==> config.mk <==
export PLATFORM = sky130hd
export DESIGN_NAME = ssi_slot_mod
export DESIGN_NICKNAME = d
export VERILOG_FILES = /design/src/second_slot_seek_index_core_macros.svh /design/src/ssi_pkg.sv /design/src/ssi_slot_mod.sv
export SDC_FILE = /design/constraint.sdc
export NUM_CORES = 1
export LEC_CHECK = 0
export BUFFER_PORTS_ARGS = -buffer_cell sky130_fd_sc_hd__buf_2
export CORE_MARGIN = 2
export CORE_UTILIZATION = 60
export CTS_CLUSTER_DIAMETER = 80
export DETAILED_ROUTE_END_ITERATION = 10
export PLACE_DENSITY = 0.84
export SYNTH_ARGS = -nofsm -noshare
export SYNTH_HDL_FRONTEND = slang
export SYNTH_SLANG_ARGS = --single-unit
==> constraint.sdc <==
create_clock -name clock -period 7.4 [get_ports clock]
set_clock_uncertainty 0.2 [all_clocks]
set_input_delay 1.48 -clock clock [delete_from_list [all_inputs] [get_ports clock]]
set_output_delay 1.48 -clock clock [all_outputs]
set_load 0.1 [all_outputs]
==> src/second_slot_seek_index_core_macros.svh <==
// Assertion macros shared by the seek index RTL.
`ifndef SECOND_SLOT_SEEK_INDEX_CORE_MACROS_SVH
`define SECOND_SLOT_SEEK_INDEX_CORE_MACROS_SVH

// Same-cycle implication, disabled during reset.
`define SSI_ASSERT_NOW(label, clk, rst, ante, cons) \
   label: assert property (@(posedge clk) disable iff (rst) (ante) |-> (cons)) \
      else $error("seek index assertion failed");

// Next-cycle implication, disabled during reset.
`define SSI_ASSERT_NEXT(label, clk, rst, ante, cons) \
   label: assert property (@(posedge clk) disable iff (rst) (ante) |=> (cons)) \
      else $error("seek index assertion failed");

`endif

==> src/ssi_pkg.sv <==
// Shared types and constants of the second slot seek index.
`default_nettype none
package ssi_pkg;

   localparam int OPCODE_W       = 2;
   localparam int TIME_W         = 31;
   localparam int OFFSET_W       = 63;
   localparam int STATUS_W       = 3;
   localparam int COUNT_W        = 8;
   localparam int ENTRY_W        = TIME_W + OFFSET_W;
   localparam int PERIOD_DEFAULT = 86400;

   localparam logic [COUNT_W-1:0] FLUSH_RESET = 8'd10;

   typedef enum logic [OPCODE_W-1:0] {
      OP_INSERT = 2'd0,
      OP_FIRST  = 2'd1,
      OP_LAST   = 2'd2,
      OP_LOOKUP = 2'd3
   } opcode_type;

   typedef enum logic [STATUS_W-1:0] {
      STATUS_OK     = 3'd0,
      STATUS_ZERO   = 3'd1,
      STATUS_TAKEN  = 3'd2,
      STATUS_EMPTY  = 3'd3,
      STATUS_NOT_IN = 3'd4
   } status_type;

   typedef enum logic [2:0] {
      ST_CLEAR,
      ST_IDLE,
      ST_MUL,
      ST_REM,
      ST_READ,
      ST_DONE
   } state_type;

endpackage
`default_nettype wire

==> src/ssi_slot_mod.sv <==
// Two-stage pipelined time modulo period (reciprocal multiply).
`default_nettype none
module ssi_slot_mod #(
   parameter int PERIOD = ssi_pkg::PERIOD_DEFAULT,
   parameter int SLOT_W = $clog2(PERIOD)
) (
   input  wire logic                      clock,
   input  wire logic [ssi_pkg::TIME_W-1:0] entry_time,
   output logic      [SLOT_W-1:0]          slot
);
   import ssi_pkg::*;

   localparam int SHIFT   = TIME_W + SLOT_W;
   localparam int MAGIC_W = TIME_W + 2;
   localparam int QUOT_W  = TIME_W + 1 - SLOT_W;
   localparam int PROD_W  = TIME_W + MAGIC_W;
   localparam logic [63:0] MAGIC_WIDE =
      ((64'd1 << SHIFT) + 64'(PERIOD) - 64'd1) / 64'(PERIOD);
   localparam logic [MAGIC_W-1:0] MAGIC = MAGIC_WIDE[MAGIC_W-1:0];

   logic [PROD_W-1:0] prod;
   logic [QUOT_W-1:0] quot_ff;
   logic [TIME_W-1:0] time_d_ff;
   logic [TIME_W:0]   quot_scaled;
   logic [TIME_W:0]   diff;
   logic [SLOT_W-1:0] slot_ff;

   // stage 1: quotient = floor(t * MAGIC / 2^SHIFT), exact for all 31-bit t
   assign prod = PROD_W'(entry_time) * PROD_W'(MAGIC);

   always_ff @(posedge clock) begin
      quot_ff   <= prod[SHIFT +: QUOT_W];
      time_d_ff <= entry_time;
   end

   // stage 2: remainder = t - quotient * period
   assign quot_scaled = (TIME_W+1)'(quot_ff) * (TIME_W+1)'(PERIOD);
   assign diff        = {1'b0, time_d_ff} - quot_scaled;

   always_ff @(posedge clock) begin
      slot_ff <= diff[SLOT_W-1:0];
   end

   assign slot = slot_ff;

endmodule
`default_nettype wire

==> implementation parameters <==
Parameter                              Value

Logic synthesis
  Fraction of the yosys area taken by sequential cells ... 5.82%
  Most instantiated library cell after synthesis ... inv_1
  Mux share of post-synthesis cell area ... 0%
  Post-synthesis simple-gate area fraction ... 3.48%
  Count of unique library cells instantiated by Yosys ... 50
  Most instantiated cells after synthesis ... inv_1, ha_1, fa_1
  Largest family of logic cells by synthesized area ... adder cells
  Most common flop cell mapped by yosys ... dfxtp_1
  Number of warnings issued by yosys ... 0
  Mean area per synthesized cell ... 10.1 um2
  Xor-xnor portion of the synthesized cell area ... 2.20%
  Post-synth ARST share ... 0%
  Number of enable flip-flop cells after synthesis ... 0
  Yosys top cell area share ... 36.8%
  Fraction of the mapped netlist area in adder cells ... 70.3%
  Gate count of the mapped netlist ... 1496
  Cell types occupying the most area after synthesis ... fa_1, ha_1, inv_1
  Post-synth top area cell ... fa_1
  Syn Nets ... 2212
  Combined area of all synthesized cells ... 15100 um2
  Number of synthesized register bits ... 44
  Share of the synthesized area in compound gates (AO/OA/AOI/OAI) ... 6.28%

Worst setup path
  CP arrival ... 7.35 ns
  Cells traversed along the worst timing path ... buf_8 > fa_2 > fa_2 > inv_2 > fa_2 > fa_2 > inv_2 > fa_1 > inv_2 > fa_2 > inv_2 > fa_1 > ha_4 > ha_4 > and3_4 > buf_6 > nand4_1 > buf_4 > nor4_4 > a31oi_4 > buf_6 > xnor2_2
  Slowest library cell on the worst path ... fa_1
  Nature of the critical path startpoint ... input pin
  Class of the most critical setup path ... input pin to flip-flop
  Required time worst endpoint ... 7.38 ns
  Biggest fanout along the worst timing path ... 4
  Critical Path Max Stage Delay ... 0.58 ns
  Critical Path End Type ... flip-flop
  Cell repeated most along the worst path ... fa_2

Final layout
  Nets ... 2452
  Share of layout cells above drive strength 1 ... 20.3%
  Layout overhead on the synthesized area ... 19.1%

Run status
  Status ... finished clean

Clock network
  Number of buffers created by CTS ... 5
  CTS root buf ... clkbuf_16
  Reg clk slew, reported paths ... 0.06 ns
  Clk Latency, worst-skew pair ... 0.29 ns
  Sink Count ... 44
  TritonCTS clock tree ... built
  Max clock buf depth ... 2
  Maximum level of the CTS H-tree ... 2

STA
  Final-report hold violation count ... 0
  Setup repair after global routing missed its margin ... true
  FMAX ... 0.136 GHz
  Hold WS ... 0.126 ns
  Max-slew violations ... 0
  Finish-stage setup viols ... 0
  Worst slew pin tran ... 0.496 ns
  Share of the clock period used by the worst path after layout ... 99.5%
  Shortest period the worst path allows ... 7.37 ns
  Relative max-transition margin ... 66.9%

Die
  Die area ... 26500 um2
  Ports ... 49
  Die height ... 163 um
  Standard-cell rows ... 58
  Total core area ... 25000 um2
  Initial core utilization ... 60.7%
  Overall die width ... 163 um

Global route
  Highest-utilization routing layer at the global route stage ... met2
  Via count of the first global-routing pass ... 12000
  Met2 layer usage reported by global route ... 56.7%
  GR Util met1 ... 44.3%
  Pin count of the biggest net entering global routing ... 15
  Overall Global Routing Usage ... 33.7%
  Antenna violations before repair ... 1
  Total global routing overflow ... 0
  Global-route wire length before repair ... 65.8 mm
  Met3 demand-to-capacity share in global routing ... 5.53%

Routing
  Number of iterations in the first detailed-routing pass ... 7
  Remaining antenna violation count ... 0
  Routed length per placed instance ... 20.7 um
  Starting DRC count in detailed routing ... 801
  Total wirelength of the detailed-routed design ... 42.9 mm
  DRC ... 0
  Ratio of routed vias to standard cells ... 5.35
  Vias after detailed routing ... 11100

Placed design
  Final weighted congestion in routability-driven placement ... 1.02
  HPWL Detailed ... 38.4 mm
  Port Buf Inserts ... 48

Run
  Number of maximum-capacitance constraint violations ... 0

Worst hold path
  Worst hold-check path type ... flip-flop to flip-flop
[critical path: cells and delay by family]
kind / cells / cell delay [ns]
adder cells (fa/ha/maj): 9 / 4.09
XOR/XNOR: 1 / 0.11
AND/OR/NAND/NOR: 3 / 0.72
buffers and inverters: 8 / 0.77
AO/OA/AOI/OAI: 1 / 0.17
[layout make-up]
class | count | area [um2]
inverter | 477 | 1790
timing repair buffer | 237 | 1760
sequential | 44 | 881
clock inverter | 2 | 38.8
clock buffer | 6 | 139
fill | 1789 | 6930
tap | 330 | 413
antenna | 3 | 7.51
multi-input combinational | 971 | 13000
[routing by layer]
layer / wire [um] / part of all wire (%)
met1: 17700 / 41
met2: 20700 / 48
met3: 3020 / 7.0
met4: 1580 / 3.7
met5: 0 / 0
[kinds of logic (layout without fill, tap and decap cells)]
kind of cell / count (synthesis) / after routing
xor+xnor: 38 / 38
other cells: 0 / 3
simple gates: 104 / 104
flops: 44 / 44
buf+inv: 481 / 722
fa+ha+maj: 684 / 684
compound gates: 145 / 145
[sequential cells by signal (all words and copies together) (netlist names)]
register,cells
time_d_ff,17
slot,17
quot_ff,10
[cell usage in the layout, fill, tap and decap left out, types with 9 or more instances in the layout]
cell,netlist,routed
xor2_1,10,10
xnor2_1,28,26
buf_4,0,180
nor2_1,24,22
inv_2,0,17
fa_2,0,21
ha_4,0,19
fa_1,278,257
a21oi_1,48,43
o21ai_0,23,18
buf_6,0,9
ha_1,406,380
dfxtp_1,44,44
inv_1,477,460
nand2_1,27,26
a21o_1,19,19
buf_2,0,40
nand4_1,11,11
nand3_1,15,10
[worst paths after layout]
kind	slack, ns	to	startpoint	cells after the start
max	0.03	quot_ff[1]$_DFF_P_	entry_time[10]	22
min	0.13	slot[4]$_DFF_P_	time_d_ff[4]$_DFF_P_	0
max reg2reg	3.76	slot[16]$_DFF_P_	quot_ff[1]$_DFF_P_	14
min reg2reg	0.13	slot[4]$_DFF_P_	time_d_ff[4]$_DFF_P_	0
[timing repair]
action	CTS	global route
endpoints found under the setup margin	10	10
pin swaps	21	68
setup buffers	2	8
gates cloned	0	0
hold buffers	0	0
gates resized for setup	36	105
[metrics by stage]
step	setup TNS, ns	util [%]	setup slack (ns)	area (um2)	std cells
final	0	72.3	0.0335	18000	2070
after global routing	-0.349	72.2	-0.0900	18000	2067
after CTS	-0.0477	70.2	-0.0272	17500	2062
after detailed placement	-4.19	68.8	-0.515	17200	2052
after global placement	-3.52	68.8	-0.503	17200	2052
after floorplan	0	-	0.130	15100	1496
Power is not shown: default switching activity piles up to over one toggle a cycle in this logic, so the estimate is an artifact.
